===== src/rtl/core/gep_pkg.sv =====
// shared types and constants for the gbm euler path payoff core
package gep_pkg;

    // fixed-point formats
    localparam int FRAC_BITS   = 24;
    localparam int SAMPLE_FRAC = 12;
    localparam int DIGIT_BITS  = 16;

    // 1.0 in q8.24
    localparam logic signed [31:0] ONE_Q = 32'sh0100_0000;

    // result field widths
    localparam int PATH_W     = 32;
    localparam int TOTAL_W    = 48;
    localparam int COUNT_W    = 24;
    localparam int OUT_DATA_W = PATH_W + TOTAL_W + COUNT_W;

    // configuration register widths
    localparam int DRIFT_W  = 32;
    localparam int VOL_W    = 31;
    localparam int SQRT_W   = 25;
    localparam int STRIKE_W = 31;
    localparam int CFG_A_W  = 3;
    localparam int CFG_D_W  = 32;

    typedef enum logic [CFG_A_W-1:0] {
        CFG_DRIFT_FINE   = 3'd0,
        CFG_DRIFT_COARSE = 3'd1,
        CFG_VOLATILITY   = 3'd2,
        CFG_SQRT_DT      = 3'd3,
        CFG_STRIKE       = 3'd4,
        CFG_COUPLED      = 3'd5
    } t_cfg_idx;

    // control to the shared multiplier
    typedef struct packed {
        logic start;
        logic neg;
        logic frac_hi;
    } t_mul_req;

    // status from the shared multiplier
    typedef struct packed {
        logic done;
        logic sat;
    } t_mul_rsp;

endpackage


===== src/rtl/core/gep_mul.sv =====
// digit-serial sign-magnitude multiplier with rounding and saturation
module gep_mul #(
    parameter int MAG_BITS   = 32,
    parameter int VALUE_BITS = 32
) (
    input  logic                         i_clk,
    input  logic                         i_rst_n,
    input  gep_pkg::t_mul_req            i_req,
    input  logic [MAG_BITS-1:0]          i_a,
    input  logic [MAG_BITS-1:0]          i_b,
    output gep_pkg::t_mul_rsp            o_rsp,
    output logic signed [VALUE_BITS-1:0] o_res
);

    localparam int DIG = gep_pkg::DIGIT_BITS;
    localparam int ND  = (MAG_BITS + DIG - 1) / DIG;
    localparam int LW  = ND * DIG;
    localparam int PFW = MAG_BITS + LW;
    localparam int RW  = PFW + 1;
    localparam int SW  = MAG_BITS + DIG;
    localparam int CW  = $clog2(ND + 1);

    localparam logic [RW-1:0] R_ONE  = RW'(1);
    localparam logic [RW-1:0] HALF_H = R_ONE << (gep_pkg::FRAC_BITS - 1);
    localparam logic [RW-1:0] HALF_L = R_ONE << (gep_pkg::SAMPLE_FRAC - 1);
    localparam logic [RW-1:0] LIM_N  = R_ONE << (VALUE_BITS - 1);
    localparam logic [RW-1:0] LIM_P  = LIM_N - R_ONE;
    localparam logic [VALUE_BITS-1:0] V_MAX = {1'b0, {(VALUE_BITS-1){1'b1}}};
    localparam logic [VALUE_BITS-1:0] V_MIN = {1'b1, {(VALUE_BITS-1){1'b0}}};

    logic                  r_run, n_run;
    logic [CW-1:0]         r_cnt, n_cnt;
    logic                  r_done, n_done;
    logic [MAG_BITS-1:0]   r_a, n_a;
    logic [LW-1:0]         r_b, n_b;
    logic [MAG_BITS-1:0]   r_acc, n_acc;
    logic [LW-1:0]         r_lo, n_lo;
    logic                  r_neg, n_neg;
    logic                  r_fhi, n_fhi;
    logic                  r_sat, n_sat;
    logic [VALUE_BITS-1:0] r_res, n_res;

    logic [SW-1:0]         step_sum;
    logic [RW-1:0]         rnd;
    logic [RW-1:0]         mag;
    logic                  over;

    // one digit of b per cycle, low half shifts into r_lo
    assign step_sum = (SW'(r_a) * SW'(r_b[DIG-1:0])) + SW'(r_acc);

    // round to nearest, ties away from zero, then clamp to the value range
    assign rnd  = RW'({r_acc, r_lo}) + (r_fhi ? HALF_H : HALF_L);
    assign mag  = r_fhi ? (rnd >> gep_pkg::FRAC_BITS) : (rnd >> gep_pkg::SAMPLE_FRAC);
    assign over = mag > (r_neg ? LIM_N : LIM_P);

    always_comb begin
        n_run  = r_run;
        n_cnt  = r_cnt;
        n_done = 1'b0;
        n_a    = r_a;
        n_b    = r_b;
        n_acc  = r_acc;
        n_lo   = r_lo;
        n_neg  = r_neg;
        n_fhi  = r_fhi;
        n_sat  = r_sat;
        n_res  = r_res;
        if (i_req.start) begin
            n_run = 1'b1;
            n_cnt = CW'(ND);
            n_a   = i_a;
            n_b   = LW'(i_b);
            n_acc = '0;
            n_neg = i_req.neg;
            n_fhi = i_req.frac_hi;
        end else if (r_run && (r_cnt != '0)) begin
            n_acc = step_sum[SW-1:DIG];
            n_lo  = {step_sum[DIG-1:0], r_lo[LW-1:DIG]};
            n_b   = r_b >> DIG;
            n_cnt = r_cnt - 1'b1;
        end else if (r_run) begin
            n_run  = 1'b0;
            n_done = 1'b1;
            n_sat  = over;
            if (over) begin
                n_res = r_neg ? V_MIN : V_MAX;
            end else if (r_neg) begin
                n_res = ~mag[VALUE_BITS-1:0] + 1'b1;
            end else begin
                n_res = mag[VALUE_BITS-1:0];
            end
        end
    end

    always_ff @(posedge i_clk) begin
        if (!i_rst_n) begin
            r_run  <= 1'b0;
            r_cnt  <= '0;
            r_done <= 1'b0;
        end else begin
            r_run  <= n_run;
            r_cnt  <= n_cnt;
            r_done <= n_done;
        end
    end

    always_ff @(posedge i_clk) begin
        r_a   <= n_a;
        r_b   <= n_b;
        r_acc <= n_acc;
        r_lo  <= n_lo;
        r_neg <= n_neg;
        r_fhi <= n_fhi;
        r_sat <= n_sat;
        r_res <= n_res;
    end

    assign o_rsp.done = r_done;
    assign o_rsp.sat  = r_sat;
    assign o_res      = $signed(r_res);

`ifndef NO_ASSERTIONS
    a_no_restart: assert property (@(posedge i_clk) disable iff (!i_rst_n)
        i_req.start |-> !r_run)
        else $error("multiplier started while busy");

    a_round_done: assert property (@(posedge i_clk) disable iff (!i_rst_n)
        (r_run && (r_cnt == '0) && !i_req.start) |=> (r_done && !r_run))
        else $error("rounding cycle did not finish the product");

    a_done_pulse: assert property (@(posedge i_clk) disable iff (!i_rst_n)
        r_done |=> !r_done)
        else $error("done held longer than one cycle");
`endif

endmodule


===== src/rtl/core/gbm_euler_path_payoff_core.sv =====
// gbm euler-maruyama path engine with call payoff and two-level coupling
// sequence: increment, diffusion and path-update products of ND = ceil(max(VALUE_BITS,31)/16) digits
//   each; coupled mode adds an increment sum, and each coarse step a second diffusion and path update
// a last request adds payoff, difference and total states; result registered, held off by a full output
// throughput: one request at a time, set by the single shared multiplier (three products per fine step)
// reset: synchronous active low; state and config to reset values, paths restart at 1.0, totals cleared
module gbm_euler_path_payoff_core #(
    parameter int REFINE_FACTOR = 2,
    parameter int VALUE_BITS    = 32,
    parameter int SAMPLE_BITS   = 16
) (
    input  logic                                    i_clk,
    input  logic                                    i_rst_n,

    // request stream
    input  logic                                    s_axis_tvalid,
    output logic                                    s_axis_tready,
    input  logic [((SAMPLE_BITS + 7) / 8) * 8 - 1:0] s_axis_tdata,  // normal_sample
    input  logic                                    s_axis_tlast,  // last_step
    input  logic                                    s_axis_tuser,  // clear_total

    // result stream
    output logic                                    m_axis_tvalid,
    input  logic                                    m_axis_tready,
    output logic [gep_pkg::OUT_DATA_W-1:0]          m_axis_tdata,  // path_value, running_total, path_count
    output logic                                    m_axis_tuser,  // saturated

    // configuration writes
    input  logic                                    i_cfg_valid,
    output logic                                    o_cfg_ready,
    input  logic [gep_pkg::CFG_A_W-1:0]             i_cfg_addr,
    input  logic [gep_pkg::CFG_D_W-1:0]             i_cfg_data
);

    // state width must hold 1.0 even for narrow value ranges
    localparam int SW = (VALUE_BITS > 25) ? VALUE_BITS : 26;
    // operand magnitude width of the shared multiplier
    localparam int MW = (SW > 31) ? SW : 31;
    // headroom width for adds before clamping
    localparam int XW = ((SW > 32) ? SW : 32) + 2;
    localparam int PW = $clog2(REFINE_FACTOR);
    localparam int TW = gep_pkg::TOTAL_W + 1;
    localparam int VB = VALUE_BITS;
    localparam int SB = SAMPLE_BITS;

    localparam logic signed [XW-1:0] VMAX_X = XW'((64'sd1 <<< (VB - 1)) - 64'sd1);
    localparam logic signed [XW-1:0] VMIN_X = XW'(-(64'sd1 <<< (VB - 1)));
    localparam logic signed [XW-1:0] OMAX_X = XW'(64'sd2147483647);
    localparam logic signed [XW-1:0] OMIN_X = XW'(-64'sd2147483648);
    localparam logic signed [TW-1:0] TMAX   = 49'sh0_7FFF_FFFF_FFFF;
    localparam logic signed [TW-1:0] TMIN   = 49'sh1_8000_0000_0000;
    localparam logic signed [SW-1:0] ONE_S  = SW'(gep_pkg::ONE_Q);
    localparam logic [gep_pkg::COUNT_W-1:0] CNT_MAX = '1;
    localparam logic [PW-1:0] POS_END = PW'(REFINE_FACTOR - 1);

    // sequencer, one-hot
    typedef enum logic [12:0] {
        S_IDLE    = 13'b0_0000_0000_0001,
        S_DW_ISS  = 13'b0_0000_0000_0010,
        S_DW_WAIT = 13'b0_0000_0000_0100,
        S_VD_ISS  = 13'b0_0000_0000_1000,
        S_VD_WAIT = 13'b0_0000_0001_0000,
        S_G_ADD   = 13'b0_0000_0010_0000,
        S_XG_ISS  = 13'b0_0000_0100_0000,
        S_XG_WAIT = 13'b0_0000_1000_0000,
        S_X_ADD   = 13'b0_0001_0000_0000,
        S_INC     = 13'b0_0010_0000_0000,
        S_PAY     = 13'b0_0100_0000_0000,
        S_DIFF    = 13'b0_1000_0000_0000,
        S_TOT     = 13'b1_0000_0000_0000
    } t_state;

    // configuration registers
    logic signed [gep_pkg::DRIFT_W-1:0] r_drift_f;
    logic signed [gep_pkg::DRIFT_W-1:0] r_drift_c;
    logic [gep_pkg::VOL_W-1:0]          r_vol;
    logic [gep_pkg::SQRT_W-1:0]         r_sqrt;
    logic [gep_pkg::STRIKE_W-1:0]       r_strike;
    logic                               r_coupled;

    // sequencer and path state
    t_state                             r_state, n_state;
    logic [SB-1:0]                      r_smp, n_smp;
    logic                               r_last, n_last;
    logic                               r_step_crs, n_step_crs;
    logic signed [VB-1:0]               r_dw, n_dw;
    logic signed [VB-1:0]               r_g, n_g;
    logic signed [SW-1:0]               r_fine, n_fine;
    logic signed [SW-1:0]               r_crs, n_crs;
    logic signed [VB-1:0]               r_inc, n_inc;
    logic [PW-1:0]                      r_pos, n_pos;
    logic signed [gep_pkg::TOTAL_W-1:0] r_total, n_total;
    logic [gep_pkg::COUNT_W-1:0]        r_count, n_count;
    logic                               r_ovf, n_ovf;
    logic signed [VB-1:0]               r_pf, n_pf;
    logic signed [VB-1:0]               r_pc, n_pc;
    logic signed [gep_pkg::PATH_W-1:0]  r_val, n_val;

    // result holding register
    logic                               r_out_valid, n_out_valid;
    logic [gep_pkg::PATH_W-1:0]         r_out_val, n_out_val;
    logic [gep_pkg::TOTAL_W-1:0]        r_out_total, n_out_total;
    logic [gep_pkg::COUNT_W-1:0]        r_out_count, n_out_count;
    logic                               r_out_sat, n_out_sat;

    // shared multiplier
    gep_pkg::t_mul_req                  mul_req;
    gep_pkg::t_mul_rsp                  mul_rsp;
    logic [MW-1:0]                      mul_a;
    logic [MW-1:0]                      mul_b;
    logic signed [VB-1:0]               mul_res;

    // operand selection
    logic [SB-1:0]                      smp_mag;
    logic signed [VB-1:0]               dw_sel;
    logic [VB-1:0]                      dw_mag;
    logic signed [SW-1:0]               x_sel;
    logic [SW-1:0]                      x_mag;
    logic [VB-1:0]                      g_mag;
    logic signed [gep_pkg::DRIFT_W-1:0] drift_sel;

    logic                               in_fire;
    logic                               out_free;

    // clamp a widened sum into the path value range, flag in the top bit
    function automatic logic [VB:0] sat_v(input logic signed [XW-1:0] s);
        logic [VB:0] r;
        if (s > VMAX_X) begin
            r = {1'b1, VMAX_X[VB-1:0]};
        end else if (s < VMIN_X) begin
            r = {1'b1, VMIN_X[VB-1:0]};
        end else begin
            r = {1'b0, s[VB-1:0]};
        end
        return r;
    endfunction

    // configuration writes are taken at any time; software must keep them to idle periods, the block does not check
    assign o_cfg_ready = 1'b1;

    always_ff @(posedge i_clk) begin
        if (!i_rst_n) begin
            r_drift_f <= '0;
            r_drift_c <= '0;
            r_vol     <= gep_pkg::VOL_W'(gep_pkg::ONE_Q);
            r_sqrt    <= gep_pkg::SQRT_W'(gep_pkg::ONE_Q);
            r_strike  <= gep_pkg::STRIKE_W'(gep_pkg::ONE_Q);
            r_coupled <= 1'b0;
        end else if (i_cfg_valid) begin
            case (gep_pkg::t_cfg_idx'(i_cfg_addr))
                gep_pkg::CFG_DRIFT_FINE: begin
                    r_drift_f <= $signed(i_cfg_data);
                end
                gep_pkg::CFG_DRIFT_COARSE: begin
                    r_drift_c <= $signed(i_cfg_data);
                end
                gep_pkg::CFG_VOLATILITY: begin
                    r_vol <= i_cfg_data[gep_pkg::VOL_W-1:0];
                end
                gep_pkg::CFG_SQRT_DT: begin
                    r_sqrt <= i_cfg_data[gep_pkg::SQRT_W-1:0];
                end
                gep_pkg::CFG_STRIKE: begin
                    r_strike <= i_cfg_data[gep_pkg::STRIKE_W-1:0];
                end
                gep_pkg::CFG_COUPLED: begin
                    r_coupled <= i_cfg_data[0];
                end
                default: begin
                end
            endcase
        end
    end

    // new request only between steps; a pending result does not block it
    assign s_axis_tready = (r_state == S_IDLE);
    assign in_fire       = s_axis_tvalid && s_axis_tready;
    assign out_free      = !r_out_valid || m_axis_tready;

    // magnitudes for the sign-magnitude multiplier
    assign smp_mag   = r_smp[SB-1] ? (~r_smp + 1'b1) : r_smp;
    assign dw_sel    = r_step_crs ? r_inc : r_dw;
    assign dw_mag    = dw_sel[VB-1] ? (~dw_sel + 1'b1) : dw_sel;
    assign x_sel     = r_step_crs ? r_crs : r_fine;
    assign x_mag     = x_sel[SW-1] ? (~x_sel + 1'b1) : x_sel;
    assign g_mag     = r_g[VB-1] ? (~r_g + 1'b1) : r_g;
    assign drift_sel = r_step_crs ? r_drift_c : r_drift_f;

    // multiplier operand mux per issue state
    always_comb begin
        mul_req = '0;
        mul_a   = '0;
        mul_b   = '0;
        case (r_state)
            S_DW_ISS: begin
                // brownian increment: q4.12 sample times sqrt(dt), q8.24 product
                mul_req.start   = 1'b1;
                mul_req.neg     = r_smp[SB-1];
                mul_req.frac_hi = 1'b0;
                mul_a           = MW'(smp_mag);
                mul_b           = MW'(r_sqrt);
            end
            S_VD_ISS: begin
                // diffusion term: volatility times increment
                mul_req.start   = 1'b1;
                mul_req.neg     = dw_sel[VB-1];
                mul_req.frac_hi = 1'b1;
                mul_a           = MW'(r_vol);
                mul_b           = MW'(dw_mag);
            end
            S_XG_ISS: begin
                // path update: x times growth factor
                mul_req.start   = 1'b1;
                mul_req.neg     = x_sel[SW-1] ^ r_g[VB-1];
                mul_req.frac_hi = 1'b1;
                mul_a           = MW'(x_mag);
                mul_b           = MW'(g_mag);
            end
            default: begin
            end
        endcase
    end

    gep_mul #(
        .MAG_BITS   (MW),
        .VALUE_BITS (VB)
    ) u_mul (
        .i_clk   (i_clk),
        .i_rst_n (i_rst_n),
        .i_req   (mul_req),
        .i_a     (mul_a),
        .i_b     (mul_b),
        .o_rsp   (mul_rsp),
        .o_res   (mul_res)
    );

    // sequencer and datapath next values
    always_comb begin
        logic [VB:0]              sv;
        logic [VB:0]              sc;
        logic signed [XW-1:0]     xs;
        logic signed [XW-1:0]     xc;
        logic signed [TW-1:0]     ts;

        n_state     = r_state;
        n_smp       = r_smp;
        n_last      = r_last;
        n_step_crs  = r_step_crs;
        n_dw        = r_dw;
        n_g         = r_g;
        n_fine      = r_fine;
        n_crs       = r_crs;
        n_inc       = r_inc;
        n_pos       = r_pos;
        n_total     = r_total;
        n_count     = r_count;
        n_ovf       = r_ovf;
        n_pf        = r_pf;
        n_pc        = r_pc;
        n_val       = r_val;
        n_out_valid = r_out_valid && !m_axis_tready;
        n_out_val   = r_out_val;
        n_out_total = r_out_total;
        n_out_count = r_out_count;
        n_out_sat   = r_out_sat;
        sv          = '0;
        sc          = '0;
        xs          = '0;
        xc          = '0;
        ts          = '0;

        case (r_state)
            S_IDLE: begin
                if (in_fire) begin
                    n_smp   = s_axis_tdata[SB-1:0];
                    n_last  = s_axis_tlast;
                    n_state = S_DW_ISS;
                    // clear acts before this request's contribution
                    if (s_axis_tuser) begin
                        n_total = '0;
                        n_count = '0;
                    end
                end
            end
            S_DW_ISS: begin
                n_state = S_DW_WAIT;
            end
            S_DW_WAIT: begin
                if (mul_rsp.done) begin
                    n_dw    = mul_res;
                    n_ovf   = r_ovf | mul_rsp.sat;
                    n_state = S_VD_ISS;
                end
            end
            S_VD_ISS: begin
                n_state = S_VD_WAIT;
            end
            S_VD_WAIT: begin
                if (mul_rsp.done) begin
                    n_ovf   = r_ovf | mul_rsp.sat;
                    n_state = S_G_ADD;
                end
            end
            S_G_ADD: begin
                // growth factor: drift plus diffusion
                xs      = XW'(drift_sel) + XW'(mul_res);
                sv      = sat_v(xs);
                n_g     = $signed(sv[VB-1:0]);
                n_ovf   = r_ovf | sv[VB];
                n_state = S_XG_ISS;
            end
            S_XG_ISS: begin
                n_state = S_XG_WAIT;
            end
            S_XG_WAIT: begin
                if (mul_rsp.done) begin
                    n_ovf   = r_ovf | mul_rsp.sat;
                    n_state = S_X_ADD;
                end
            end
            S_X_ADD: begin
                xs    = XW'(x_sel) + XW'(mul_res);
                sv    = sat_v(xs);
                n_ovf = r_ovf | sv[VB];
                if (r_step_crs) begin
                    // coarse step done, start a new increment group
                    n_crs      = SW'($signed(sv[VB-1:0]));
                    n_inc      = '0;
                    n_pos      = '0;
                    n_step_crs = 1'b0;
                    n_state    = r_last ? S_PAY : S_IDLE;
                end else begin
                    n_fine = SW'($signed(sv[VB-1:0]));
                    if (r_coupled) begin
                        n_state = S_INC;
                    end else begin
                        n_state = r_last ? S_PAY : S_IDLE;
                    end
                end
            end
            S_INC: begin
                // accumulate fine increments; a full group or path end steps the coarse path
                xs    = XW'(r_inc) + XW'(r_dw);
                sv    = sat_v(xs);
                n_inc = $signed(sv[VB-1:0]);
                n_ovf = r_ovf | sv[VB];
                if ((r_pos == POS_END) || r_last) begin
                    n_step_crs = 1'b1;
                    n_state    = S_VD_ISS;
                end else begin
                    n_pos   = r_pos + 1'b1;
                    n_state = S_IDLE;
                end
            end
            S_PAY: begin
                // call payoffs, clamped then floored at zero
                xs    = XW'(r_fine) - XW'({1'b0, r_strike});
                xc    = XW'(r_crs) - XW'({1'b0, r_strike});
                sv    = sat_v(xs);
                sc    = sat_v(xc);
                n_pf  = sv[VB-1] ? '0 : $signed(sv[VB-1:0]);
                n_pc  = sc[VB-1] ? '0 : $signed(sc[VB-1:0]);
                // coarse payoff only counts in coupled mode
                n_ovf = r_ovf | sv[VB] | (r_coupled & sc[VB]);
                n_state = S_DIFF;
            end
            S_DIFF: begin
                xs = XW'(r_pf) - (r_coupled ? XW'(r_pc) : '0);
                if (xs > OMAX_X) begin
                    n_val = OMAX_X[gep_pkg::PATH_W-1:0];
                    n_ovf = 1'b1;
                end else if (xs < OMIN_X) begin
                    n_val = OMIN_X[gep_pkg::PATH_W-1:0];
                    n_ovf = 1'b1;
                end else begin
                    n_val = xs[gep_pkg::PATH_W-1:0];
                end
                n_state = S_TOT;
            end
            S_TOT: begin
                // wait for the output slot, then fold into the running total
                if (out_free) begin
                    ts = TW'(r_total) + TW'(r_val);
                    if (ts > TMAX) begin
                        n_total   = TMAX[gep_pkg::TOTAL_W-1:0];
                        n_out_sat = 1'b1;
                    end else if (ts < TMIN) begin
                        n_total   = TMIN[gep_pkg::TOTAL_W-1:0];
                        n_out_sat = 1'b1;
                    end else begin
                        n_total   = ts[gep_pkg::TOTAL_W-1:0];
                        n_out_sat = r_ovf;
                    end
                    n_count     = (r_count == CNT_MAX) ? r_count : r_count + 1'b1;
                    n_out_valid = 1'b1;
                    n_out_val   = r_val;
                    n_out_total = n_total;
                    n_out_count = n_count;
                    // fresh path
                    n_fine      = ONE_S;
                    n_crs       = ONE_S;
                    n_inc       = '0;
                    n_pos       = '0;
                    n_ovf       = 1'b0;
                    n_state     = S_IDLE;
                end
            end
            default: begin
                n_state = S_IDLE;
            end
        endcase
    end

    always_ff @(posedge i_clk) begin
        if (!i_rst_n) begin
            r_state     <= S_IDLE;
            r_step_crs  <= 1'b0;
            r_fine      <= ONE_S;
            r_crs       <= ONE_S;
            r_inc       <= '0;
            r_pos       <= '0;
            r_total     <= '0;
            r_count     <= '0;
            r_ovf       <= 1'b0;
            r_out_valid <= 1'b0;
        end else begin
            r_state     <= n_state;
            r_step_crs  <= n_step_crs;
            r_fine      <= n_fine;
            r_crs       <= n_crs;
            r_inc       <= n_inc;
            r_pos       <= n_pos;
            r_total     <= n_total;
            r_count     <= n_count;
            r_ovf       <= n_ovf;
            r_out_valid <= n_out_valid;
        end
    end

    always_ff @(posedge i_clk) begin
        r_smp       <= n_smp;
        r_last      <= n_last;
        r_dw        <= n_dw;
        r_g         <= n_g;
        r_pf        <= n_pf;
        r_pc        <= n_pc;
        r_val       <= n_val;
        r_out_val   <= n_out_val;
        r_out_total <= n_out_total;
        r_out_count <= n_out_count;
        r_out_sat   <= n_out_sat;
    end

    assign m_axis_tvalid = r_out_valid;
    assign m_axis_tdata  = {r_out_count, r_out_total, r_out_val};
    assign m_axis_tuser  = r_out_sat;

`ifndef NO_ASSERTIONS
    a_result_source: assert property (@(posedge i_clk) disable iff (!i_rst_n)
        $rose(m_axis_tvalid) |-> ($past(r_state) == S_TOT))
        else $error("result appeared without a finished path");

    a_total_stall: assert property (@(posedge i_clk) disable iff (!i_rst_n)
        ((r_state == S_TOT) && r_out_valid && !m_axis_tready) |=> (r_state == S_TOT))
        else $error("path finished over a pending result");

    a_count_nonzero: assert property (@(posedge i_clk) disable iff (!i_rst_n)
        m_axis_tvalid |-> (r_out_count != '0))
        else $error("result carries a zero path count");
`endif

endmodule

===== config.mk =====
export PLATFORM = sky130hd
export DESIGN_NAME = gbm_euler_path_payoff_core
export DESIGN_NICKNAME = d
export VERILOG_FILES = /design/src/rtl/core/gep_pkg.sv /design/src/rtl/core/gep_mul.sv /design/src/rtl/core/gbm_euler_path_payoff_core.sv
export SDC_FILE = /design/constraint.sdc
export NUM_CORES = 2
export LEC_CHECK = 0
export ABC_CLOCK_PERIOD_IN_PS = 9000
export BUFFER_PORTS_ARGS = -buffer_cell sky130_fd_sc_hd__buf_4
export CAP_MARGIN = 25
export CORE_AREA = 10 10 243 477
export CTS_CLUSTER_DIAMETER = 120
export DETAILED_ROUTE_END_ITERATION = 6
export DIE_AREA = 0 0 253 487
export GPL_ROUTABILITY_DRIVEN = 0
export HOLD_SLACK_MARGIN = 0.06
export PLACE_DENSITY = 0.73
export SLEW_MARGIN = 40
export SYNTH_ARGS = -nofsm -noshare
export SYNTH_HDL_FRONTEND = slang
export SYNTH_SLANG_ARGS = --single-unit

===== constraint.sdc =====
create_clock -name i_clk -period 9 [get_ports i_clk]
set_clock_uncertainty 0.1 [all_clocks]
set_input_delay 0.45 -clock i_clk [delete_from_list [all_inputs] [get_ports i_clk]]
set_output_delay 0.45 -clock i_clk [all_outputs]
set_load 0.005 [all_outputs]

==> impl_summary.txt <==
----------------------------------------------------
[Placement]
  Number of I/O port buffers ... 164
  Cell Area, Placed ... 0.0668 sq mm
  Placed cell count ... 8621
  Detailed placer's ending HPWL ... 170000 um

[Timing]
  Time the final worst path needs with I/O delays and setup ... 7990 ps
  Final period utilization ... 0.888
  Achievable frequency ... 125 MHz
  Relative slew slack ... 0.316
  Actual transition at the worst max-transition pin ... 1030 ps
  Hold_ws ... 161 ps
  Final Hold Vio Count ... 0
  Unrepaired setup endpoints after global routing ... no
  Count of final setup violators ... 0
  Slew Limit Fails ... 0
  Final TNS setup ... 0 ps

[Logic synthesis]
  Syn_nets ... 8244
  Post-synth EDFFs ... 400
  Post-Syn Instances ... 7329
  Number of warnings issued by yosys ... 0
  Share of flip-flops with an asynchronous set or reset after synthesis ... 0
  Cell types with the highest counts after synthesis ... 1033 x sky130_fd_sc_hd__nand2_1, 706 x sky130_fd_sc_hd__inv_1, 606 x sky130_fd_sc_hd__a21oi_1
  Area share of the largest cell type after synthesis ... 0.187
  Cell types with the largest area share after synthesis ... sky130_fd_sc_hd__edfxtp_1 19%, sky130_fd_sc_hd__fa_1 14%, sky130_fd_sc_hd__dfxtp_1 12%
  Seq cells post-synth ... 773
  Top cell type by total area after synthesis ... sky130_fd_sc_hd__edfxtp_1
  Unique masters post-synth ... 92
  Average size of a mapped cell ... 8.78 sq um
  Most used standard cell by instance count after synthesis ... sky130_fd_sc_hd__nand2_1
  Sequential-to-total area share from yosys stat ... 0.303
  Cell area after technology mapping ... 0.0644 sq mm
  Primary FF master, synth ... sky130_fd_sc_hd__edfxtp_1

[Global routing]
  Vias in the first global route ... 56.9k
  First-pass GRT wire length ... 333000 um
  Antenna violations before repair ... 21
  Total GRT Usage ... 0.360
  Largest net degree at the start of global routing ... 172
  Leftover overflow at the end of global routing ... 0

[CTS]
  Clock Root Buffer ... sky130_fd_sc_hd__clkbuf_16
  Worst-case clock buffer depth ... 3
  Worst skew pair latency ... 700 ps
  Clock-pin slew of the registers on the worst-case setup and hold paths ... 70 ps
  TritonCTS clock tree ... yes
  Post-cts sizing count ... 0
  Depth of the CTS H-tree ... 3
  Number of sinks handled by clock tree synthesis ... 773
  Clock buffers created by TritonCTS ... 75

[Final layout]
  Filler Cell Count ... 9087
  Multi-input gate area ... 0.0410 sq mm
  Area Overhead vs Synth ... 9.05%
  Fin area ... 0.0702 sq mm
  Post-route core utilization ... 0.648
  Regs by FF count ... r_out_total (48), r_total (48)
  Fraction of layout cells with a size suffix above 1 ... 0.0724
  Total Nets Final ... 8293
  Sequential cell area ... 0.0195 sq mm
  Number of standard cells in the final layout excluding fillers ... 8849

[Outcome]
  Run status ... complete, no violations

[Drt]
  Vias ... 56.0k
  Residual DRC ... 0
  Vias per Instance ... 6.33
  Number of nets still failing antenna checks after routing ... 0
  Drt initial violations ... 4858
  Detailed-router iteration count before antenna repair ... 6
  Aggregate routed wire length ... 221000 um
  Routed wire length per instance ... 25.0 um

[Die]
  Initial standard-cell utilization of the core ... 0.594
  Placement row count ... 171
  IO Pins ... 166
  Horiz. Die Dim ... 253 um
  Die area ... 0.123 sq mm
  Chip height ... 487 um
  Area of the core ... 0.108 sq mm

[Hold path]
  Min-Delay Startpoint ... i_cfg_addr[2]
  Hold crit path type ... primary input to register

[Setup path]
  WP data arrival ... 8490 ps
  Worst Setup Start Kind ... register
  Sum of buffers and inverters on the critical path ... 4
  CP Cell Sequence ... and2_1, fa_1, inv_1, fa_1, fa_1, inv_1, ha_1, fa_1, inv_1, fa_1, inv_1, ha_1, or3_1, o31ai_1, and3b_1, o211ai_1, a311oi_1, o31ai_1, a22oi_1, nand2b_1, o21a_1, nor4_1
  Worst Path Class, Setup ... register to register
  Cell with the biggest individual delay on the critical path ... sky130_fd_sc_hd__edfxtp_1
  Cell family with the largest share of critical-path delay ... adder cells
  Largest stage delay, worst path ... 720 ps
  Startpoint of the most critical setup path ... u_mul.r_a[4]
  Endpoint type of the worst setup path ... register
  Req. time, crit path ... 9510 ps
  Top cell by count, worst path ... sky130_fd_sc_hd__fa_1
  Start of the worst register-to-register path ... u_mul.r_a[4]
  Crit-path max FO ... 16

[Power and ir drop]
  Pwr/cell area ... 207 mW/mm^2
  Switching part of the total power ... 0.428
  Leakage Power ... 29.5 nW
  Proportion of power drawn by combinational gates ... 0.489
  Clock share of power ... 0.234
  Seq pwr share ... 0.277
  Total internal power ... 8.32 mW
  Worst voltage drop across the vdd grid ... 0.768 mV
  Switching component of the power ... 6.22 mW

[Run]
  Number of max-cap violations ... 0

----------------------------------------------------
final cells by class:
type | count | area share
Antenna cell | 24 | 0.000856
Clock buffer | 96 | 0.0304
Clock inverter | 44 | 0.00653
Inverter | 710 | 0.0382
Multi-Input combinational cell | 5495 | 0.584
Sequential cell | 773 | 0.278
Tap cell | 1384 | 0.0247
Timing Repair Buffer | 323 | 0.0382
power by group through the flow:
stage	registers, mW	logic, mW	clock network, mW
2_1_floorplan	4.00	4.78	0
3_3_place_gp	4.09	6.64	0
3_5_place_dp	4.09	6.79	0
4_1_cts	4.01	6.86	3.44
5_1_grt	4.02	7.70	3.56
6_report	4.03	7.11	3.41
final timing paths:
kind	end	slack, ps	cells after the start
worst max-delay path	u_mul.r_acc[31]	1010	22
worst min register to register	r_strike[16]	350	2
worst min-delay path	r_coupled	160	5
worst max register to register	u_mul.r_acc[31]	1010	22
layout by cell type, fill, tap and decap left out, drive strengths merged, types with 50 or more instances in the layout:
cell / instances
mux2: 53
and2: 234
nand2b: 63
dfxtp: 373
a22oi: 114
nand4: 58
a21o: 178
mux2i: 75
fa: 457
a21oi: 606
a31oi: 50
xnor2: 258
buf: 267
nand2: 1033
clkbuf: 97
nor2: 447
inv: 724
ha: 400
nor3: 118
o21ai: 392
dlygate4sd3: 55
nand3: 122
xor2: 151
edfxtp: 400
per-layer routing:
layer  track usage  up-vias  part of all wire
met4         0.353       10              0.12
met1         0.335    26700              0.30
met2         0.626     2863              0.49
li1              -    25200                 -
met5             0        -           0.00026
met3        0.0888     1195             0.081
worst reg2reg max path, stage by stage, from the launching register on:
cell and delay, ps:
sky130_fd_sc_hd__edfxtp_1 720, sky130_fd_sc_hd__and2_1 340, sky130_fd_sc_hd__fa_1 540, sky130_fd_sc_hd__inv_1 60
sky130_fd_sc_hd__fa_1 510, sky130_fd_sc_hd__fa_1 520, sky130_fd_sc_hd__inv_1 40, sky130_fd_sc_hd__ha_1 300
sky130_fd_sc_hd__fa_1 540, sky130_fd_sc_hd__inv_1 60, sky130_fd_sc_hd__fa_1 530, sky130_fd_sc_hd__inv_1 40
sky130_fd_sc_hd__ha_1 240, sky130_fd_sc_hd__or3_1 380, sky130_fd_sc_hd__o31ai_1 650, sky130_fd_sc_hd__and3b_1 480
sky130_fd_sc_hd__o211ai_1 230, sky130_fd_sc_hd__a311oi_1 530, sky130_fd_sc_hd__o31ai_1 170, sky130_fd_sc_hd__a22oi_1 290
sky130_fd_sc_hd__nand2b_1 160, sky130_fd_sc_hd__o21a_1 190, sky130_fd_sc_hd__nor4_1 260
through the flow:
| step | setup slack [ps] | total power [mW] |
|---|---|---|
| global placement | 1020 | 10.7 |
| floorplan | 2280 | 8.77 |
| finish | 1010 | 14.5 |
| CTS | 1120 | 14.3 |
| detailed placement | 1180 | 10.9 |
| global route | 752 | 15.3 |
repair_timing:
item / CTS / global route
hold buffers: 55 / 0
setup buffers: 0 / 0
hold endpoints to repair: 176 / 0
cells by family (layout without fill, tap and decap cells):
group                    count (synthesis)  after routing  synth area share
adder cells (fa/ha/maj)                881            881             0.224
other                                    1             25         0.0000583
AND/OR/NAND/NOR                       2349           2349             0.169
AO/OA/AOI/OAI                         1727           1727             0.165
flip-flops                             773            773             0.303
buffers and inverters                 1061           1173            0.0627
XOR/XNOR                               409            409            0.0557
multiplexers                           128            128            0.0209
Power figures use the tool's default switching activity.
